===== src/design/ncl_pkg.sv =====
// Shared types and constants for the nearest centroid labeler.
`timescale 1ns / 1ps

package ncl_pkg;

    // Fixed field widths of the transfer payloads
    localparam int COORD_W  = 8;
    localparam int NIDX_W   = 7;
    localparam int LIMIT_W  = 17;
    localparam int REQ_W    = 2;
    localparam int APB_DW   = 32;
    localparam int APB_AW   = 3;

    localparam logic [LIMIT_W-1:0] LIMIT_RESET = 17'd20000;

    // Request codes
    localparam logic [REQ_W-1:0] REQ_CLEAR  = 2'd0;
    localparam logic [REQ_W-1:0] REQ_APPEND = 2'd1;
    localparam logic [REQ_W-1:0] REQ_QUERY  = 2'd2;

    // Register index, taken from paddr bit 2
    localparam logic REG_LIMIT = 1'b0;

    typedef struct packed {
        logic [REQ_W-1:0]   req_type;
        logic [COORD_W-1:0] coord_x;
        logic [COORD_W-1:0] coord_y;
    } t_ncl_req;

    typedef struct packed {
        logic [NIDX_W-1:0] nearest_index;
        logic              found;
    } t_ncl_rsp;

    typedef enum logic [1:0] {
        ST_IDLE,
        ST_SCAN,
        ST_DRAIN,
        ST_DONE
    } t_ncl_state;

endpackage


===== src/design/ncl_cfg.sv =====
// APB register block holding the distance limit.
`timescale 1ns / 1ps

module ncl_cfg (
    input  logic                         i_clk,
    input  logic                         i_rst_n,
    input  logic                         psel,
    input  logic                         penable,
    input  logic                         pwrite,
    input  logic [ncl_pkg::APB_AW-1:0]   paddr,
    input  logic [ncl_pkg::APB_DW-1:0]   pwdata,
    output logic [ncl_pkg::APB_DW-1:0]   prdata,
    output logic                         pready,
    output logic [ncl_pkg::LIMIT_W-1:0]  o_limit
);
    import ncl_pkg::*;

    logic [LIMIT_W-1:0] r_limit;
    logic               wr_limit;

    assign pready   = 1'b1;
    assign wr_limit = psel && penable && pwrite && (paddr[2] == REG_LIMIT);

    always_ff @(posedge i_clk) begin
        if (!i_rst_n) begin
            r_limit <= LIMIT_RESET;
        end else if (wr_limit) begin
            r_limit <= pwdata[LIMIT_W-1:0];
        end
    end

    always_comb begin
        prdata = '0;
        if (paddr[2] == REG_LIMIT) begin
            prdata = {{(APB_DW-LIMIT_W){1'b0}}, r_limit};
        end
    end

    assign o_limit = r_limit;

endmodule


===== src/design/ncl_mem.sv =====
// Centroid table: one write port, one read port with registered data.
`timescale 1ns / 1ps

module ncl_mem #(
    parameter int DEPTH = 128,
    parameter int AW    = 7,
    parameter int DW    = 16
) (
    input  logic          i_clk,
    input  logic          i_we,
    input  logic [AW-1:0] i_waddr,
    input  logic [DW-1:0] i_wdata,
    input  logic [AW-1:0] i_raddr,
    output logic [DW-1:0] o_rdata
);

    logic [DW-1:0] mem [DEPTH];
    logic [DW-1:0] r_rdata;

    always_ff @(posedge i_clk) begin
        if (i_we) begin
            mem[i_waddr] <= i_wdata;
        end
    end

    always_ff @(posedge i_clk) begin
        r_rdata <= mem[i_raddr];
    end

    assign o_rdata = r_rdata;

endmodule


===== src/design/ncl_ctrl.sv =====
// Request sequencer: table fill, distance scan pipeline and result register.
`timescale 1ns / 1ps

module ncl_ctrl #(
    parameter int MAX_CENTROIDS = 128,
    parameter int IW            = 7,
    parameter int CW            = 8
) (
    input  logic                        i_clk,
    input  logic                        i_rst_n,
    input  logic                        i_in_valid,
    output logic                        o_in_stall,
    input  ncl_pkg::t_ncl_req           i_in_data,
    output logic                        o_out_valid,
    input  logic                        i_out_stall,
    output ncl_pkg::t_ncl_rsp           o_out_data,
    input  logic [ncl_pkg::LIMIT_W-1:0] i_limit,
    output logic                        o_we,
    output logic [IW-1:0]               o_waddr,
    output logic [2*CW-1:0]             o_wdata,
    output logic [IW-1:0]               o_raddr,
    input  logic [2*CW-1:0]             i_rdata
);
    import ncl_pkg::*;

    localparam int CNT_W = $clog2(MAX_CENTROIDS + 1);
    localparam int DW    = 2 * CW + 1;

    t_ncl_state         r_state, n_state;
    logic [CNT_W-1:0]   r_count;
    logic [IW-1:0]      r_rd_idx;
    logic [CW-1:0]      r_qx, r_qy;
    logic               r_p1_vld, r_p2_vld;
    logic [IW-1:0]      r_p1_idx, r_p2_idx;
    logic [DW-1:0]      r_dist;
    logic [LIMIT_W-1:0] r_best;
    logic [IW-1:0]      r_best_idx;
    logic               r_hit;
    logic               r_out_valid;
    t_ncl_rsp           r_out;

    logic               in_stall, in_acc, issue, load_out, last, room;
    logic [CW-1:0]      rx, ry, dx, dy;
    logic [2*CW-1:0]    sqx, sqy;
    logic [DW-1:0]      sum_sq;
    logic               closer;
    logic [IW+NIDX_W-1:0] idx_wide;

    assign in_acc = i_in_valid && !in_stall;
    assign last   = (CNT_W'(r_rd_idx) == (r_count - CNT_W'(1)));
    assign room   = (r_count < CNT_W'(MAX_CENTROIDS));

    always_comb begin
        n_state  = r_state;
        in_stall = 1'b1;
        issue    = 1'b0;
        load_out = 1'b0;
        case (r_state)
            ST_IDLE: begin
                in_stall = 1'b0;
                if (i_in_valid && (i_in_data.req_type == REQ_QUERY)) begin
                    n_state = (r_count == '0) ? ST_DONE : ST_SCAN;
                end
            end
            ST_SCAN: begin
                issue = 1'b1;
                if (last) begin
                    n_state = ST_DRAIN;
                end
            end
            ST_DRAIN: begin
                if (!r_p1_vld && !r_p2_vld) begin
                    n_state = ST_DONE;
                end
            end
            ST_DONE: begin
                if (!r_out_valid || !i_out_stall) begin
                    load_out = 1'b1;
                    n_state  = ST_IDLE;
                end
            end
            default: n_state = ST_IDLE;
        endcase
    end

    // Table write on append while there is room
    assign o_we    = in_acc && (i_in_data.req_type == REQ_APPEND) && room;
    assign o_waddr = r_count[IW-1:0];
    assign o_wdata = {i_in_data.coord_x[CW-1:0], i_in_data.coord_y[CW-1:0]};
    assign o_raddr = r_rd_idx;

    // Squared distance of the entry just read
    assign rx     = i_rdata[2*CW-1:CW];
    assign ry     = i_rdata[CW-1:0];
    assign dx     = (rx >= r_qx) ? (rx - r_qx) : (r_qx - rx);
    assign dy     = (ry >= r_qy) ? (ry - r_qy) : (r_qy - ry);
    assign sqx    = dx * dx;
    assign sqy    = dy * dy;
    assign sum_sq = DW'(sqx) + DW'(sqy);

    assign closer = r_p2_vld && (LIMIT_W'(r_dist) < r_best);

    always_ff @(posedge i_clk) begin
        if (!i_rst_n) begin
            r_state     <= ST_IDLE;
            r_count     <= '0;
            r_p1_vld    <= 1'b0;
            r_p2_vld    <= 1'b0;
            r_out_valid <= 1'b0;
        end else begin
            r_state  <= n_state;
            r_p1_vld <= issue;
            r_p2_vld <= r_p1_vld;
            if (in_acc && (i_in_data.req_type == REQ_CLEAR)) begin
                r_count <= '0;
            end else if (o_we) begin
                r_count <= r_count + CNT_W'(1);
            end
            if (load_out) begin
                r_out_valid <= 1'b1;
            end else if (!i_out_stall) begin
                r_out_valid <= 1'b0;
            end
        end
    end

    assign idx_wide = {{NIDX_W{1'b0}}, r_best_idx};

    always_ff @(posedge i_clk) begin
        if (in_acc && (i_in_data.req_type == REQ_QUERY)) begin
            r_qx       <= i_in_data.coord_x[CW-1:0];
            r_qy       <= i_in_data.coord_y[CW-1:0];
            r_rd_idx   <= '0;
            r_best     <= i_limit;
            r_best_idx <= '0;
            r_hit      <= 1'b0;
        end else begin
            if (issue && !last) begin
                r_rd_idx <= r_rd_idx + IW'(1);
            end
            if (closer) begin
                r_best     <= LIMIT_W'(r_dist);
                r_best_idx <= r_p2_idx;
                r_hit      <= 1'b1;
            end
        end
        r_p1_idx <= r_rd_idx;
        r_p2_idx <= r_p1_idx;
        r_dist   <= sum_sq;
        if (load_out) begin
            r_out.nearest_index <= idx_wide[NIDX_W-1:0];
            r_out.found         <= r_hit;
        end
    end

    assign o_in_stall  = in_stall;
    assign o_out_valid = r_out_valid;
    assign o_out_data  = r_out;

`ifndef SYNTHESIS
    a_count_bound: assert property (@(posedge i_clk) disable iff (!i_rst_n)
        r_count <= CNT_W'(MAX_CENTROIDS))
        else $error("centroid count beyond table depth");

    a_scan_in_range: assert property (@(posedge i_clk) disable iff (!i_rst_n)
        (r_state == ST_SCAN) |-> (CNT_W'(r_rd_idx) < r_count))
        else $error("scan read past stored centroids");

    a_pipe_order: assert property (@(posedge i_clk) disable iff (!i_rst_n)
        r_p2_vld |-> $past(r_p1_vld))
        else $error("distance stage valid without a read");

    a_done_empty: assert property (@(posedge i_clk) disable iff (!i_rst_n)
        (r_state == ST_DONE) |-> (!r_p1_vld && !r_p2_vld))
        else $error("result taken while scan pipeline busy");

    a_hit_below_limit: assert property (@(posedge i_clk) disable iff (!i_rst_n)
        ((r_state != ST_IDLE) && r_hit) |-> (r_best < i_limit))
        else $error("chosen distance not below limit");
`endif

endmodule


===== src/design/nearest_centroid_labeler.sv =====
// Top level of the nearest centroid labeler.
`timescale 1ns / 1ps

// Channel   Direction  Handshake                 Payload
// in        sink       i_in_valid / o_in_stall   i_in_data   (t_ncl_req)
// out       source     o_out_valid / i_out_stall o_out_data  (t_ncl_rsp)
// apb       sink       psel / penable / pready   paddr, pwdata, prdata
//
// A query against N stored centroids makes one table read per cycle on the
// single read port, then passes two pipeline stages and a wrap-up step.
// A query on an empty table skips the scan and goes straight to its result.
// Synchronous active-low reset empties the table and sets the limit to 20000.
// A result held by a stalled output waits in its register while the next
// request is already taken.

module nearest_centroid_labeler #(
    parameter int MAX_CENTROIDS = 128,
    parameter int COORD_BITS    = 8
) (
    input  logic                       i_clk,
    input  logic                       i_rst_n,
    input  logic                       i_in_valid,
    output logic                       o_in_stall,
    input  ncl_pkg::t_ncl_req          i_in_data,
    output logic                       o_out_valid,
    input  logic                       i_out_stall,
    output ncl_pkg::t_ncl_rsp          o_out_data,
    input  logic                       psel,
    input  logic                       penable,
    input  logic                       pwrite,
    input  logic [ncl_pkg::APB_AW-1:0] paddr,
    input  logic [ncl_pkg::APB_DW-1:0] pwdata,
    output logic [ncl_pkg::APB_DW-1:0] prdata,
    output logic                       pready
);
    import ncl_pkg::*;

    // Table address width and stored coordinate width
    localparam int IW = (MAX_CENTROIDS > 1) ? $clog2(MAX_CENTROIDS) : 1;
    localparam int CW = (COORD_BITS < COORD_W) ? COORD_BITS : COORD_W;

    logic [LIMIT_W-1:0] limit;
    logic               we;
    logic [IW-1:0]      waddr, raddr;
    logic [2*CW-1:0]    wdata, rdata;

    // Configuration registers
    ncl_cfg u_cfg (
        .i_clk   (i_clk),
        .i_rst_n (i_rst_n),
        .psel    (psel),
        .penable (penable),
        .pwrite  (pwrite),
        .paddr   (paddr),
        .pwdata  (pwdata),
        .prdata  (prdata),
        .pready  (pready),
        .o_limit (limit)
    );

    // Centroid storage, one packed x,y entry per index
    ncl_mem #(
        .DEPTH (MAX_CENTROIDS),
        .AW    (IW),
        .DW    (2 * CW)
    ) u_mem (
        .i_clk   (i_clk),
        .i_we    (we),
        .i_waddr (waddr),
        .i_wdata (wdata),
        .i_raddr (raddr),
        .o_rdata (rdata)
    );

    // Request handling and the nearest-centroid scan
    ncl_ctrl #(
        .MAX_CENTROIDS (MAX_CENTROIDS),
        .IW            (IW),
        .CW            (CW)
    ) u_ctrl (
        .i_clk       (i_clk),
        .i_rst_n     (i_rst_n),
        .i_in_valid  (i_in_valid),
        .o_in_stall  (o_in_stall),
        .i_in_data   (i_in_data),
        .o_out_valid (o_out_valid),
        .i_out_stall (i_out_stall),
        .o_out_data  (o_out_data),
        .i_limit     (limit),
        .o_we        (we),
        .o_waddr     (waddr),
        .o_wdata     (wdata),
        .o_raddr     (raddr),
        .i_rdata     (rdata)
    );

endmodule


===== config.mk =====
export PLATFORM = sky130hd
export DESIGN_NAME = nearest_centroid_labeler
export DESIGN_NICKNAME = d
export VERILOG_FILES = /design/src/design/ncl_pkg.sv /design/src/design/ncl_cfg.sv /design/src/design/ncl_mem.sv /design/src/design/ncl_ctrl.sv /design/src/design/nearest_centroid_labeler.sv
export SDC_FILE = /design/constraint.sdc
export NUM_CORES = 2
export LEC_CHECK = 0
export ABC_CLOCK_PERIOD_IN_PS = 9400
export BUFFER_PORTS_ARGS = -buffer_cell sky130_fd_sc_hd__buf_2
export CAP_MARGIN = 20
export CORE_AREA = 4 4 379 381
export CTS_CLUSTER_SIZE = 10
export DETAILED_ROUTE_END_ITERATION = 16
export DIE_AREA = 0 0 383 385
export PLACE_DENSITY = 0.79
export SLEW_MARGIN = 40
export SYNTH_ARGS = -nofsm -noshare
export SYNTH_HDL_FRONTEND = slang
export SYNTH_SLANG_ARGS = --single-unit

===== constraint.sdc =====
create_clock -name i_clk -period 9.4 [get_ports i_clk]
set_input_delay 1.88 -clock i_clk [delete_from_list [all_inputs] [get_ports i_clk]]
set_output_delay 1.88 -clock i_clk [all_outputs]
set_load 0.01 [all_outputs]

==> impl_metrics.yaml <==
run_status:
  status: "completed"
timing:
  setup_tns_ns: 0
  worst_slew_pin_slew_ns: 0.909
  timing.final.crit_share_pct: 86.6
  report.final.hold_viol_count: 0
  setup_viol: 0
  relSlewSlack_pct: 39.4
  rsz0062_at_grt: "false"
  fin_skew_ns: 0.0645
  fin_crit_ns: 8.14
  hold_ws_ns: 0.325
  finalMaxSlewViolations: 0
  fmax_mhz: 123
hold_path:
  min_from: "u_ctrl.r_p1_idx[1]"
  hp-class: "flop to flop"
  hold_path_depth: 0
  hold_path_end: "u_ctrl.r_p2_idx[1]"
cells_and_area:
  syn_to_final_growth_pct: 11.4
  nets: 4667
  num-fill-cells: 7831
  drive_gt1_share_pct: 27.4
synth:
  yosys.area.top_type: "edfxtp_1"
  async_reset_ff_share_pct: 0
  synth_warnings: 0
  netlist_area_sq_mm: 0.0880
  ys_seq_elements: 2181
  synth_edf_count: 2089
  synth_top_flop_cell: "edfxtp_1"
  yosysTopAreaCellShare_pct: 71.3
  yosysMostFrequentCell: "edfxtp_1"
  syn_inst: 4113
  synth_area_leaders: "edfxtp_1 (71%), mux4_2 (17%), dfxtp_1 (2.1%), fa_1 (1.8%), ha_1 (1.6%)"
  synth_cell_type_count: 59
  synth-seq-area-share_pct: 73.4
  synth.avg_cell_area_sq_um: 21.4
  synthTopCellsByCount: "edfxtp_1 (2089), mux4_2 (672), nor2_1 (201)"
floorplanning:
  num_rows: 138
  start_util_pct: 62.6
  design.die.area_sq_mm: 0.147
  die_w_microns: 383
  ios: 103
  core_sq_mm: 0.141
  die_h_microns: 385
global_routing:
  grt_pass1_vias: 45216
  grt_pass1_wl_microns: 323000
  grt_max_degree: 111
  antenna_found_initial: 17
  grt_overflow: 0
  grt_usage_pct: 30.8
clock_tree:
  clock_latency_ns: 0.87
  cts_tree: "done"
  cts_buffers: 237
  clock_sinks: 2181
  cts_max_level: 4
  clockBufferDepth: 3
  postCtsHoldBufs: 0
  cts_root_buf: "clkbuf_16"
  postCtsSetupRepairBufs: 0
  post_cts_resized: 0
  path_clk_slew_ns: 0.06
critical_path:
  rr_worst_depth: 28
  rr_startpoint: "u_ctrl.r_qx[0]"
  rr_endpoint: "u_ctrl.r_dist[16]"
  crit_path_start: "u_ctrl.r_qx[0]"
  timing.critical_path.mode_cell: "inv_1"
  slowest_stage: "fa_1"
  critPathKind: "flop to flop"
  worstPathMaxFanout: 8
  reg2reg_slack_ns: 1.26
  arrival_ns: 8.82
  required_ns: 10.08
  slowest_delay_ns: 0.54
  critPathCaptureType: "flop"
  startpoint_type: "flop"
placement:
  port_buffers: 69
  hpwlAfterDp_microns: 118000
  place.gp.congestion: 0.856
routing:
  vias_per_cell: 6.97
  num_vias: 44474
  drtPass1Iterations: 5
  wl_per_cell_microns: 34.7
  wirelength_microns: 221000
  drc: 0
  ant_nets: 0
  first_iter_violations: 6584
run:
  drv_cap: 0
flip-flops by register name, indices dropped and copies added, names as in the netlist:
signal and cells:
u_ctrl.r_state 2, u_ctrl.r_p2_idx 7, u_ctrl.r_dist 17, u_mem.o_rdata 16
u_ctrl.r_count 8, u_cfg.o_limit 17, u_ctrl.o_out_data 8, u_ctrl.r_hit 1
u_ctrl.r_best_idx 7, u_ctrl.o_raddr 7, u_ctrl.r_p1_vld 1, u_ctrl.r_best 17
u_ctrl.r_qx 8, u_ctrl.o_out_valid 1, u_ctrl.r_p2_vld 1, u_ctrl.r_p1_idx 7
u_mem.mem 2048, u_ctrl.r_qy 8
how the worst max path moves through the flow:
stage / endpoint / slack (ns) / depth (start not counted)
6_report: u_ctrl.r_dist[16] / 1.26 / 28
5_1_grt: u_ctrl.r_dist[16] / 0.78 / 28
4_1_cts: u_ctrl.r_dist[16] / 1.25 / 28
3_5_place_dp: u_ctrl.r_dist[16] / 1.32 / 28
3_3_place_gp: u_ctrl.r_dist[16] / 1.29 / 28
2_1_floorplan: u_ctrl.r_dist[16] / 2.05 / 29
layer usage:
layer  GRT usage [%]  up-vias  routed length [microns]
met1            42.5    23169                    77100
li1                -    17210                        -
met3            7.60      552                    26100
met4            12.2        6                     9820
met2            48.5     3537                   108000
met5               0        -                       39
stage by stage:
step                setup WS (ns)  util [%]  area (sq um)  cells
global placement             1.29      64.9         91300   6062
finish                       1.26      69.7         98000   6379
floorplan                    2.05         -         88000   4127
detailed placement           1.32      65.1         91400   6068
CTS                          1.25      69.7         97900   6368
global route                0.781      69.7         98000   6369
final cells by class:
type / instances / area [sq um] / share of cell area [%]
well taps: 1890 / 2360 / 2.41
multi-input cells: 1553 / 21800 / 22.3
diodes: 10 / 25.0 / 0.0255
inverters: 191 / 717 / 0.731
clock buffers: 287 / 6240 / 6.37
flip-flops and latches: 2181 / 64600 / 65.9
repair buffers: 254 / 2020 / 2.06
clock inverters: 13 / 226 / 0.231
critical path, delay by kind of cell (launching register included):
| family | cells | cell delay (ns) |
|---|---|---|
| xor+xnor | 1 | 0.47 |
| fa+ha+maj | 8 | 3.75 |
| buf+inv | 7 | 0.58 |
| mux | 1 | 0.40 |
| simple gates | 5 | 1.04 |
| flops | 1 | 0.39 |
| compound gates | 6 | 1.31 |
layout by cell type (no fill, tap or decap), drive strengths merged, types with 6 or more instances in the layout:
cell type / n
fa: 80
inv: 198
a21o: 20
conb: 16
nor2b: 27
a211oi: 6
mux4: 672
buf: 253
a21oi: 51
and3: 8
o21a: 6
nand3: 29
xnor2: 28
and2: 8
nand4: 6
mux2i: 16
nor2: 201
nand2b: 15
mux2: 18
nor3: 12
dfxtp: 92
xor2: 18
clkbuf: 288
o21ai: 21
diode: 10
edfxtp: 2089
ha: 109
nand2: 137
cells by family (layout without fill, tap and decap cells):
family / count (synthesis) / in the layout / share of synthesized area (%)
other: 2 / 26 / 0.00854
muxes: 706 / 706 / 17.6
xor gates and xnor gates: 46 / 46 / 0.458
DFF: 2181 / 2181 / 73.4
AOI/OAI and AO/OA: 132 / 132 / 0.969
adders and majority gates: 189 / 189 / 3.37
and+or+nand+nor: 464 / 464 / 2.30
buffers and inverters: 393 / 745 / 1.86
Power is left out: the tool's default activity adds up to more than one toggle a clock period on the data nets, which glitch-free logic cannot reach.
